==> src/rtl/core/delta_group_varint_encoder_macros.svh <==
// assertion macros used by the encoder back end (dgve_back)
`ifndef DELTA_GROUP_VARINT_ENCODER_MACROS_SVH
`define DELTA_GROUP_VARINT_ENCODER_MACROS_SVH

`ifndef SYNTHESIS
`define DGVE_ASSERT(label, prop, msg) \
  label: assert property (@(posedge clk_i) disable iff (!rst_ni) prop) else $error(msg);
`define DGVE_ASSERT_IMPL(label, pre, post, msg) \
  label: assert property (@(posedge clk_i) disable iff (!rst_ni) (pre) |-> (post)) \
    else $error(msg);
`else
`define DGVE_ASSERT(label, prop, msg)
`define DGVE_ASSERT_IMPL(label, pre, post, msg)
`endif

`endif

==> src/rtl/core/dgve_pkg.sv <==
package dgve_pkg;

  typedef struct packed {
    logic [31:0] value;
    logic        first;
    logic        last;
    logic [16:0] block_count;
  } in_item_t;

  typedef struct packed {
    logic [7:0] out_byte;
    logic       run_last;
    logic       block_end;
  } out_item_t;

  // one request from the front to the back: header, group, trailing zero group
  typedef struct packed {
    logic             hdr;
    logic             grp;
    logic             zgrp;
    logic             last;
    logic [16:0]      count;
    logic [3:0][1:0]  lens;
    logic [3:0][31:0] deltas;
  } job_t;

  // (bytes - 1) of the shortest little-endian form
  function automatic logic [1:0] len_code(input logic [31:0] d);
    logic [1:0] code;
    priority if (|d[31:24]) code = 2'd3;
    else if (|d[23:16]) code = 2'd2;
    else if (|d[15:8]) code = 2'd1;
    else code = 2'd0;
    return code;
  endfunction

endpackage

==> src/rtl/core/dgve_queue.sv <==
module dgve_queue #(
  parameter int unsigned DEPTH = 2
) (
  input  logic           clk_i,
  input  logic           rst_ni,
  input  logic           wr_valid_i,
  input  dgve_pkg::job_t wr_data_i,
  output logic           full_o,
  output logic           rd_valid_o,
  output dgve_pkg::job_t rd_data_o,
  input  logic           rd_pop_i
);
  import dgve_pkg::*;

  localparam int unsigned PtrW = $clog2(DEPTH);
  localparam int unsigned CntW = $clog2(DEPTH + 1);
  localparam logic [PtrW-1:0] PtrLast = PtrW'(DEPTH - 1);
  localparam logic [CntW-1:0] CntFull = CntW'(DEPTH);

  job_t            mem_q [DEPTH];
  logic [PtrW-1:0] wr_ptr_q, rd_ptr_q;
  logic [CntW-1:0] cnt_q;
  logic            do_wr, do_rd;

  assign full_o     = (cnt_q == CntFull);
  assign rd_valid_o = (cnt_q != '0);
  assign rd_data_o  = mem_q[rd_ptr_q];
  assign do_wr      = wr_valid_i && !full_o;
  assign do_rd      = rd_pop_i && rd_valid_o;

  always_ff @(posedge clk_i) begin
    if (do_wr) begin
      mem_q[wr_ptr_q] <= wr_data_i;
    end
  end

  always_ff @(posedge clk_i or negedge rst_ni) begin
    if (!rst_ni) begin
      wr_ptr_q <= '0;
      rd_ptr_q <= '0;
      cnt_q    <= '0;
    end else begin
      if (do_wr) begin
        wr_ptr_q <= (wr_ptr_q == PtrLast) ? '0 : wr_ptr_q + 1'b1;
      end
      if (do_rd) begin
        rd_ptr_q <= (rd_ptr_q == PtrLast) ? '0 : rd_ptr_q + 1'b1;
      end
      unique case ({do_wr, do_rd})
        2'b10:   cnt_q <= cnt_q + 1'b1;
        2'b01:   cnt_q <= cnt_q - 1'b1;
        default: cnt_q <= cnt_q;
      endcase
    end
  end

endmodule

==> src/rtl/core/dgve_front.sv <==
module dgve_front (
  input  logic               clk_i,
  input  logic               rst_ni,
  input  logic               in_valid_i,
  input  dgve_pkg::in_item_t in_item_i,
  output logic               job_valid_o,
  output dgve_pkg::job_t     job_o
);
  import dgve_pkg::*;

  logic [31:0]      prev_q;
  logic [2:0][31:0] gd_q;
  logic [2:0]       slot_q, slot_d;
  logic [2:0]       s, s1;
  logic [1:0]       lo;
  logic [31:0]      delta;
  logic             grp;

  always_comb begin
    s     = in_item_i.first ? 3'd0 : slot_q;
    delta = in_item_i.first ? in_item_i.value : in_item_i.value - prev_q;
    lo    = s[1:0];
    s1    = s + 3'd1;
    grp   = (s1[1:0] == 2'd0) || in_item_i.last;
    // padding into slots 4 to 7 needs a group of zero deltas on its own
    job_o.zgrp  = in_item_i.last && !s[2];
    job_o.hdr   = in_item_i.first;
    job_o.grp   = grp;
    job_o.last  = in_item_i.last;
    job_o.count = in_item_i.block_count;
    for (int i = 0; i < 3; i++) begin
      if (2'(i) < lo) begin
        job_o.deltas[i] = gd_q[i];
      end else if (2'(i) == lo) begin
        job_o.deltas[i] = delta;
      end else begin
        job_o.deltas[i] = '0;
      end
    end
    job_o.deltas[3] = (lo == 2'd3) ? delta : '0;
    for (int i = 0; i < 4; i++) begin
      job_o.lens[i] = len_code(job_o.deltas[i]);
    end
    slot_d      = in_item_i.last ? 3'd0 : s1;
    job_valid_o = in_valid_i && (in_item_i.first || grp);
  end

  always_ff @(posedge clk_i) begin
    if (in_valid_i) begin
      for (int i = 0; i < 3; i++) begin
        if (lo == 2'(i)) begin
          gd_q[i] <= delta;
        end
      end
    end
  end

  always_ff @(posedge clk_i or negedge rst_ni) begin
    if (!rst_ni) begin
      prev_q <= '0;
      slot_q <= '0;
    end else if (in_valid_i) begin
      prev_q <= in_item_i.value;
      slot_q <= slot_d;
    end
  end

endmodule

==> src/rtl/core/dgve_back.sv <==
module dgve_back (
  input  logic                clk_i,
  input  logic                rst_ni,
  input  logic                job_valid_i,
  input  dgve_pkg::job_t      job_i,
  output logic                job_pop_o,
  output logic                empty,
  input  logic                pop,
  output dgve_pkg::out_item_t out_item_o
);
  import dgve_pkg::*;

  `include "delta_group_varint_encoder_macros.svh"

  localparam logic [2:0] PH_START = 3'd0;
  localparam logic [2:0] PH_HDR   = 3'd1;
  localparam logic [2:0] PH_DESC  = 3'd2;
  localparam logic [2:0] PH_DATA  = 3'd3;
  localparam logic [2:0] PH_ZERO  = 3'd4;
  localparam logic [2:0] ZeroLast = 3'd4;

  logic [2:0]  ph_q, ph_d, ph;
  logic [1:0]  cnt_q, cnt_d, slot_q, slot_d;
  logic [2:0]  zcnt_q, zcnt_d;
  logic [7:0]  byte_d;
  logic [31:0] hdr_word;
  logic        end_job, advance, out_valid_q;
  out_item_t   out_q;

  always_comb begin
    ph       = (ph_q == PH_START) ? (job_i.hdr ? PH_HDR : PH_DESC) : ph_q;
    hdr_word = {15'd0, job_i.count};
    ph_d     = ph;
    cnt_d    = cnt_q;
    slot_d   = slot_q;
    zcnt_d   = zcnt_q;
    byte_d   = '0;
    end_job  = 1'b0;
    unique case (ph)
      PH_HDR: begin
        byte_d = 8'(hdr_word >> {cnt_q, 3'b000});
        if (cnt_q == 2'd3) begin
          cnt_d = '0;
          if (job_i.grp) ph_d = PH_DESC;
          else end_job = 1'b1;
        end else begin
          cnt_d = cnt_q + 2'd1;
        end
      end
      PH_DESC: begin
        byte_d = job_i.lens;
        ph_d   = PH_DATA;
        slot_d = '0;
        cnt_d  = '0;
      end
      PH_DATA: begin
        byte_d = 8'(job_i.deltas[slot_q] >> {cnt_q, 3'b000});
        if (cnt_q == job_i.lens[slot_q]) begin
          cnt_d = '0;
          if (slot_q == 2'd3) begin
            if (job_i.zgrp) begin
              ph_d   = PH_ZERO;
              zcnt_d = '0;
            end else begin
              end_job = 1'b1;
            end
          end else begin
            slot_d = slot_q + 2'd1;
          end
        end else begin
          cnt_d = cnt_q + 2'd1;
        end
      end
      PH_ZERO: begin
        // descriptor and four data bytes, all zero
        if (zcnt_q == ZeroLast) end_job = 1'b1;
        else zcnt_d = zcnt_q + 3'd1;
      end
      default: ph_d = PH_START;
    endcase
    if (end_job) begin
      ph_d   = PH_START;
      cnt_d  = '0;
      slot_d = '0;
      zcnt_d = '0;
    end
  end

  assign advance    = job_valid_i && (!out_valid_q || pop);
  assign job_pop_o  = advance && end_job;
  assign empty      = !out_valid_q;
  assign out_item_o = out_q;

  always_ff @(posedge clk_i) begin
    if (advance) begin
      out_q.out_byte  <= byte_d;
      out_q.run_last  <= end_job;
      out_q.block_end <= end_job && job_i.last;
    end
  end

  always_ff @(posedge clk_i or negedge rst_ni) begin
    if (!rst_ni) begin
      ph_q        <= PH_START;
      cnt_q       <= '0;
      slot_q      <= '0;
      zcnt_q      <= '0;
      out_valid_q <= 1'b0;
    end else begin
      if (advance) begin
        ph_q        <= ph_d;
        cnt_q       <= cnt_d;
        slot_q      <= slot_d;
        zcnt_q      <= zcnt_d;
        out_valid_q <= 1'b1;
      end else if (pop) begin
        out_valid_q <= 1'b0;
      end
    end
  end

  `DGVE_ASSERT_IMPL(a_mid_job_has_head, ph_q != PH_START, job_valid_i, "job left mid-way")
  `DGVE_ASSERT_IMPL(a_data_cnt_in_len, ph_q == PH_DATA, cnt_q <= job_i.lens[slot_q],
                    "data byte index past delta length")
  `DGVE_ASSERT_IMPL(a_zero_cnt_bound, ph_q == PH_ZERO, zcnt_q <= ZeroLast,
                    "zero group overran")
  `DGVE_ASSERT_IMPL(a_pop_needs_head, job_pop_o, job_valid_i, "job pop without head")
  `DGVE_ASSERT(a_run_last_pops, (advance && end_job) |=> (ph_q == PH_START && out_q.run_last),
               "run_last not tied to job end")

endmodule

==> src/rtl/core/delta_group_varint_encoder.sv <==
// delta group varint encoder
// input queue side: drive in_item_i and push while full is low; one value per
// accepted push. first starts a block (4-byte little-endian count header, raw
// value), last closes it with zero deltas up to a multiple of eight.
// result queue side: while empty is low out_item_o holds the next byte of the
// stream; pop takes it. run_last marks the final byte of one input item,
// block_end the final byte of a block. items that complete no group and carry
// neither first nor last produce no bytes.
// the job of an item enters the job queue at the edge that takes its push; its
// first byte reaches the result ports through the output register when the
// job queue and output register are idle. throughput: one byte per cycle while
// jobs are queued and pop is not stalled, set by the byte serializer; an item
// emits 0 to 22 bytes. pushes are taken every cycle while the job queue has
// room (QUEUE_DEPTH jobs), so short items overlap the serializing of long ones.
// a stall on pop holds the current byte; the serializer and then the job queue
// fill up and full rises.
// reset clears the previous value, slot position, queue and output register;
// no clearing pass is needed.
module delta_group_varint_encoder #(
  parameter int unsigned QUEUE_DEPTH = 2
) (
  input  logic                clk_i,
  input  logic                rst_ni,
  input  logic                push,
  output logic                full,
  input  dgve_pkg::in_item_t  in_item_i,
  output logic                empty,
  input  logic                pop,
  output dgve_pkg::out_item_t out_item_o
);
  import dgve_pkg::*;

  logic  accept, fr_valid, hd_valid, hd_pop;
  job_t  fr_job, hd_job;

  assign accept = push && !full;

  dgve_front u_front (
    .clk_i       (clk_i),
    .rst_ni      (rst_ni),
    .in_valid_i  (accept),
    .in_item_i   (in_item_i),
    .job_valid_o (fr_valid),
    .job_o       (fr_job)
  );

  dgve_queue #(
    .DEPTH (QUEUE_DEPTH)
  ) u_queue (
    .clk_i      (clk_i),
    .rst_ni     (rst_ni),
    .wr_valid_i (fr_valid),
    .wr_data_i  (fr_job),
    .full_o     (full),
    .rd_valid_o (hd_valid),
    .rd_data_o  (hd_job),
    .rd_pop_i   (hd_pop)
  );

  dgve_back u_back (
    .clk_i       (clk_i),
    .rst_ni      (rst_ni),
    .job_valid_i (hd_valid),
    .job_i       (hd_job),
    .job_pop_o   (hd_pop),
    .empty       (empty),
    .pop         (pop),
    .out_item_o  (out_item_o)
  );

endmodule

==> config.mk <==
export PLATFORM = sky130hd
export DESIGN_NAME = delta_group_varint_encoder
export DESIGN_NICKNAME = d
export VERILOG_FILES = /design/src/rtl/core/dgve_pkg.sv /design/src/rtl/core/dgve_queue.sv /design/src/rtl/core/dgve_front.sv /design/src/rtl/core/dgve_back.sv /design/src/rtl/core/delta_group_varint_encoder.sv
export VERILOG_INCLUDE_DIRS = /design/src /design/src/rtl/core
export SDC_FILE = /design/constraint.sdc
export NUM_CORES = 1
export LEC_CHECK = 0
export BUFFER_PORTS_ARGS = -buffer_cell sky130_fd_sc_hd__buf_2
export CAP_MARGIN = 20
export CORE_UTILIZATION = 55
export DETAILED_ROUTE_END_ITERATION = 6
export PLACE_DENSITY_LB_ADDON = 0.08
export SKIP_CTS_REPAIR_TIMING = 1
export SLEW_MARGIN = 25
export SYNTH_ARGS = -nofsm -noshare
export SYNTH_HDL_FRONTEND = slang
export SYNTH_SLANG_ARGS = --single-unit
==> constraint.sdc <==
create_clock -name clk_i -period 12.9 [get_ports clk_i]
set_input_delay 3.225 -clock clk_i [delete_from_list [all_inputs] [get_ports clk_i]]
set_output_delay 3.225 -clock clk_i [all_outputs]
set_load 0.005 [all_outputs]
======== Word level (Yosys, flattened, before mapping) ========
Memories as Yosys holds them, arrays and structs flattened.
Cells that the tools add are included.
storage, ports and cells
  register bits ........................... 156
  RAM bits ................................ 314
  bits of input ports ..................... 55
  output and inout port bits .............. 12
  word-level logic and storage cells ...... 158
  memories kept ........................... 1
memory list
  memory         words  bits a word  read ports  clocked after Yosys merged registers in  write ports  line              source
  u_queue.mem_q  2      157          1           0                                        1            dgve_queue.sv:20  job_t mem_q [DEPTH];
cells by class
  add/subtract/negate cells ............... 9
  $lt $le $gt $ge ......................... 4
  equality and inequality tests ........... 21
  shift-type cells ........................ 2
  multiplexer cells ....................... 64
  reductions and logical operators ........ 41
operators with widths
  operator             count
  $mux 32              9
  $reduce_or 8->1      12
  $bmux 32 s2          1
  $mux 3               14
  $mux 2               16
  $shr 32x5->8         1
  $sub 32x32->32       1
  $pmux 8 s3           1
  $shr 17x5->8         1
  $mux 1               16
  $eq 2x2->1 const B   6
  $pmux 3 s4           1
  $ne 3x2->1 const B   3
  $logic_and 1x1->1    8
  $pmux 2 s2           2
  $reduce_and 2->1     4
  $add 2x1->2 const B  3
  $add 3x1->3 const B  2
  $eq 3x2->1 const B   2
  $eq 3x3->1 const B   2
  $ne 3x1->1 const B   2
  $pmux 2 s3           1
  $pmux 3 s2           1
  $reduce_and 6->1     1
  other kinds (20)     31

======== Longest topological paths before layout ========
An unclocked memory read counts as a cell.
  word-level depth ........................ 10
  mapped depth ............................ 15

======== Hierarchy ========
From an unflattened synthesis, not the netlist that was laid out.
unflattened totals
  cell total of the unflattened synthesis .. 1676
  area, all modules ....................... 23550.1 sq um
modules (own cells, without submodules)
  module                      instances  cells each  area each (sq um)  sequential area each (sq um)
  dgve_queue                  1          507         11960.2            9529.1
  dgve_front                  1          973         9107.5             3758.6
  dgve_back                   1          195         2468.6             575.6
  delta_group_varint_encoder  1          1           13.8               0.0

======== Least setup slack after synthesis ========
Ideal clock, no wire load.
  path kind ............................... input to register
  start point ............................. in in_item_i[18] (netlist bit)
  end point ............................... mem u_queue.mem_q[0][0] (netlist bit), enable pin
  arrival ................................. 12.190 ns
  data required time ...................... 12.223 ns
  path slack .............................. 0.034 ns
  cell stages on the path ................. 12
  buffers on the path ..................... 5
  cell sequence ........................... inv_1 > clkbuf_1 > nand2_1 > inv_1 > clkbuf_1 > clkbuf_1 > clkbuf_1 > ha_1 > clkbuf_1 > or2_2 > o21ai_0 > nor2_1
RTL lines
  item                line                              source
  start: declaration  delta_group_varint_encoder.sv:26  input dgve_pkg::in_item_t in_item_i,
  end: declaration    dgve_queue.sv:20

==> metrics.txt <==
# TYPE chip_impl_metric gauge
chip_impl_info{name="status",value="complete, no violations"} 1
chip_impl_metric{name="dpl_cell_area",unit="mm2"} 0.0230
chip_impl_metric{name="grt_antenna_before_repair",unit=""} 0
chip_impl_metric{name="synth_top_area_share",unit=""} 0.571
chip_impl_metric{name="final_layout_size_suffix_gt1_frac",unit=""} 0.167
chip_impl_metric{name="total_power_consumption_of_the_routed_design",unit="uW"} 5670
chip_impl_metric{name="fp.dieArea",unit="mm2"} 0.0409
chip_impl_info{name="tritoncts",value="built"} 1
chip_impl_metric{name="synthesis.instances",unit=""} 1622
chip_impl_metric{name="timing_hold_violations_final",unit=""} 0
chip_impl_info{name="cell_type_with_the_highest_aggregate_area_in_the_netlist",value="sky130_fd_sc_hd__edfxtp_1"} 1
chip_impl_metric{name="first_iter_violations",unit=""} 1455
chip_impl_metric{name="grt_start_max_net_pins",unit=""} 158
chip_impl_metric{name="synth_seq_cells",unit=""} 470
chip_impl_metric{name="routed_wire_length_per_instance",unit="um"} 24.0
chip_impl_metric{name="area.growth.synth_to_final",unit="%"} 11.3
chip_impl_info{name="path_class",value="in2reg"} 1
chip_impl_metric{name="synth.lib_cells_used.distinct",unit=""} 83
chip_impl_metric{name="setup.reg_to_reg.worst_slack",unit="ns"} 8.41
chip_impl_metric{name="yosys_warnings",unit=""} 0
chip_impl_metric{name="fp.dieW",unit="um"} 202
chip_impl_metric{name="mapped_area",unit="mm2"} 0.0221
chip_impl_metric{name="slew_violations",unit=""} 0
chip_impl_info{name="launch_point_of_the_critical_path",value="in_item_i[18]"} 1
chip_impl_metric{name="synth_edf_count",unit=""} 420
chip_impl_metric{name="final.setup.tns",unit="ns"} 0
chip_impl_metric{name="grt-ovfl-total",unit=""} 0
chip_impl_metric{name="die_h",unit="um"} 202
chip_impl_metric{name="syn-num-nets",unit=""} 1718
chip_impl_info{name="critical_path.startpoint_type",value="input pin"} 1
chip_impl_metric{name="first_global_vias",unit=""} 13700
chip_impl_metric{name="cellPowerDensity",unit="mW/mm2"} 231
chip_impl_info{name="dominant_synthesized_flop_cell",value="sky130_fd_sc_hd__edfxtp_1"} 1
chip_impl_metric{name="layout_worst_path_cycle_share",unit=""} 0.537
chip_impl_metric{name="drcViolationCount",unit=""} 0
chip_impl_metric{name="htreeDepth",unit=""} 2
chip_impl_info{name="root_buffer",value="sky130_fd_sc_hd__clkbuf_16"} 1
chip_impl_metric{name="tightest_slew",unit="ns"} 1.01
chip_impl_metric{name="data_required_time_at_the_worst_endpoint",unit="ns"} 13.21
chip_impl_metric{name="whs",unit="ns"} 0.494
chip_impl_metric{name="sum_of_net_half_perimeters_after_detailed_placement",unit="um"} 36100
chip_impl_metric{name="share_of_synthesized_area_occupied_by_flip_flops_and_latches",unit=""} 0.628
chip_impl_metric{name="design.core.area",unit="mm2"} 0.0396
chip_impl_metric{name="synthesis.area_per_instance",unit="um2"} 13.6
chip_impl_metric{name="antenna-diode-count",unit=""} 0
chip_impl_info{name="netlist_top_cells_area",value="sky130_fd_sc_hd__edfxtp_1 (57%), sky130_fd_sc_hd__mux4_2 (8.4%), sky130_fd_sc_hd__dfrtp_1 (5.7%)"} 1
chip_impl_metric{name="port_buffers",unit=""} 66
chip_impl_metric{name="relSlewSlack",unit=""} 0.328
chip_impl_metric{name="power.static_leakage",unit="uW"} 0.00860
chip_impl_metric{name="fin_util",unit=""} 0.620
chip_impl_metric{name="drt-pass1-iter-count",unit=""} 6
chip_impl_metric{name="grt_pass1_wl",unit="um"} 81700
chip_impl_metric{name="rows",unit=""} 73
chip_impl_metric{name="layout_min_cycle_time",unit="ns"} 6.93
chip_impl_metric{name="number_of_nets_with_antenna_violations_after_detailed_routing",unit=""} 0
chip_impl_metric{name="wirelength",unit="um"} 53700
chip_impl_metric{name="cts-root-to-sink-buffers",unit=""} 3
chip_impl_metric{name="numCtsBuffers",unit=""} 48
chip_impl_metric{name="globalplace.congestion",unit=""} 0.910
chip_impl_info{name="worst_hold_startpoint",value="u_front.slot_q[0]$_DFFE_PN0P_"} 1
chip_impl_metric{name="setup_viol",unit=""} 0
chip_impl_metric{name="postLayoutCellArea",unit="mm2"} 0.0246
chip_impl_metric{name="ir_drop",unit="mV"} 0.146
chip_impl_metric{name="detailroute.via_count",unit=""} 14000
chip_impl_metric{name="clock_pin_slew_of_the_registers_on_the_worst_case_setup_and_hold_paths",unit="ns"} 0.06
chip_impl_info{name="crit_path_end_kind",value="flop"} 1
chip_impl_metric{name="max_freq",unit="MHz"} 144
chip_impl_metric{name="path_max_fanout",unit=""} 69
chip_impl_metric{name="arrival",unit="ns"} 7.24
chip_impl_info{name="unrepaired_setup_endpoints_after_global_routing",value="no"} 1
chip_impl_metric{name="post_drt_via_cell_ratio",unit=""} 6.27
chip_impl_metric{name="cts_num_sinks",unit=""} 470
chip_impl_metric{name="insertion_delay",unit="ns"} 0.59
chip_impl_metric{name="grt_usage",unit=""} 0.267
chip_impl_info{name="synthMostInstantiatedCell",value="sky130_fd_sc_hd__edfxtp_1"} 1
chip_impl_metric{name="postSynth.asyncResetShare",unit=""} 0.106
chip_impl_info{name="netlist_top_cells_count",value="sky130_fd_sc_hd__edfxtp_1 (420), sky130_fd_sc_hd__nand2_1 (153), sky130_fd_sc_hd__o21ai_0 (110), sky130_fd_sc_hd__nor2_1 (104), sky130_fd_sc_hd__mux4_2 (82)"} 1
chip_impl_metric{name="finClkSkew",unit="ns"} 0.0113
chip_impl_metric{name="boundaryPins",unit=""} 67
chip_impl_info{name="rr_startpoint",value="u_front.prev_q[10]$_DFFE_PN0P_"} 1
chip_impl_metric{name="start_util",unit=""} 0.557
chip_impl_metric{name="finalNetCount",unit=""} 1766
chip_impl_metric{name="cap_violations",unit=""} 0
chip_impl_info{name="worst_hold_path_type",value="reg2reg"} 1
path summary, 6_finish.rpt:
| check | cells after the start | to |
|---|---|---|
| min in group asynchronous | 2 | u_back.ph_q[0]$_DFFE_PN0P_ |
| max reg2reg | 11 | u_queue.mem_q[0][128]$_DFFE_PP_ |
| min | 2 | u_front.slot_q[0]$_DFFE_PN0P_ |
| max | 14 | u_queue.mem_q[1][132]$_DFFE_PP_ |
| max in group asynchronous | 2 | u_queue.rd_ptr_q$_DFFE_PN0P_ |
| min reg2reg | 2 | u_front.slot_q[0]$_DFFE_PN0P_ |
cell type report:
type | instances | area [um2]
clock buffers | 66 | 1340
inverters | 75 | 282
multi-input cells | 986 | 7620
well taps | 525 | 657
clock inverters | 24 | 244
repair buffers | 89 | 548
fillers | 3100 | 15100
flip-flops and latches | 470 | 13900
cells in the final DEF (no fill, tap or decap), drive strengths merged, types with 12 or more instances in the layout:
cell,instances
clkbuf,66
nand3,22
edfxtp,420
dfrtp,50
nor3,27
a21o,15
ha,40
a21oi,73
o21ai,121
mux4,82
buf,89
o211ai,20
nand2,153
or3,12
and2,18
nand4,12
nand2b,12
inv,73
clkinv,21
mux2i,49
mux2,16
nor2,104
a22o,25
per-stage QoR:
step	setup WS [ns]	std cells
6_report	5.97	2235
5_1_grt	5.69	2235
4_1_cts	6.00	2235
3_5_place_dp	5.43	2145
3_3_place_gp	5.50	2144
2_1_floorplan	0.0337	1622
power breakdown:
| part | total (uW) | internal, uW | switching, uW |
|---|---|---|---|
| combinational | 1980 | 725 | 1250 |
| sequential | 2300 | 2160 | 146 |
| clock | 1390 | 826 | 567 |
sequential cells by signal, indices dropped and copies added, names as in the netlist, 2 cells and up:
name / cells
u_front.gd_q: 96
u_queue.cnt_q: 2
u_back.slot_q: 2
u_front.slot_q: 3
u_queue.mem_q: 314
u_back.out_item_o: 10
u_back.zcnt_q: 3
u_back.ph_q: 3
u_back.cnt_q: 2
u_front.prev_q: 32
per-layer routing:
layer | global-route usage | share of wire | vias up
li1 | - | - | 6359
met1 | 0.387 | 0.43 | 6979
met2 | 0.413 | 0.46 | 587
met3 | 0.0482 | 0.077 | 86
met5 | 0 | 0 | -
met4 | 0.0854 | 0.025 | 0
critical path: stages:
cell                       delay, ns
sky130_fd_sc_hd__buf_2          0.07
sky130_fd_sc_hd__buf_4          0.56
sky130_fd_sc_hd__inv_1          0.54
sky130_fd_sc_hd__nand2_1        0.29
sky130_fd_sc_hd__inv_1          0.10
sky130_fd_sc_hd__buf_4          0.28
sky130_fd_sc_hd__ha_1           0.30
sky130_fd_sc_hd__inv_1          0.15
sky130_fd_sc_hd__nor2_1         0.19
sky130_fd_sc_hd__buf_4          0.25
sky130_fd_sc_hd__a22o_2         0.25
sky130_fd_sc_hd__or4_1          0.51
sky130_fd_sc_hd__nor4_1         0.32
sky130_fd_sc_hd__o211ai_1       0.15
cells by family after synthesis:
kind of cell	after synthesis	synth area share
simple gates	415	0.0884
compound gates	361	0.108
flops	470	0.628
xor+xnor	22	0.00873
mux	147	0.114
fa+ha+maj	41	0.0236
buf+inv	166	0.0293
(Power assumes the default switching activity.)
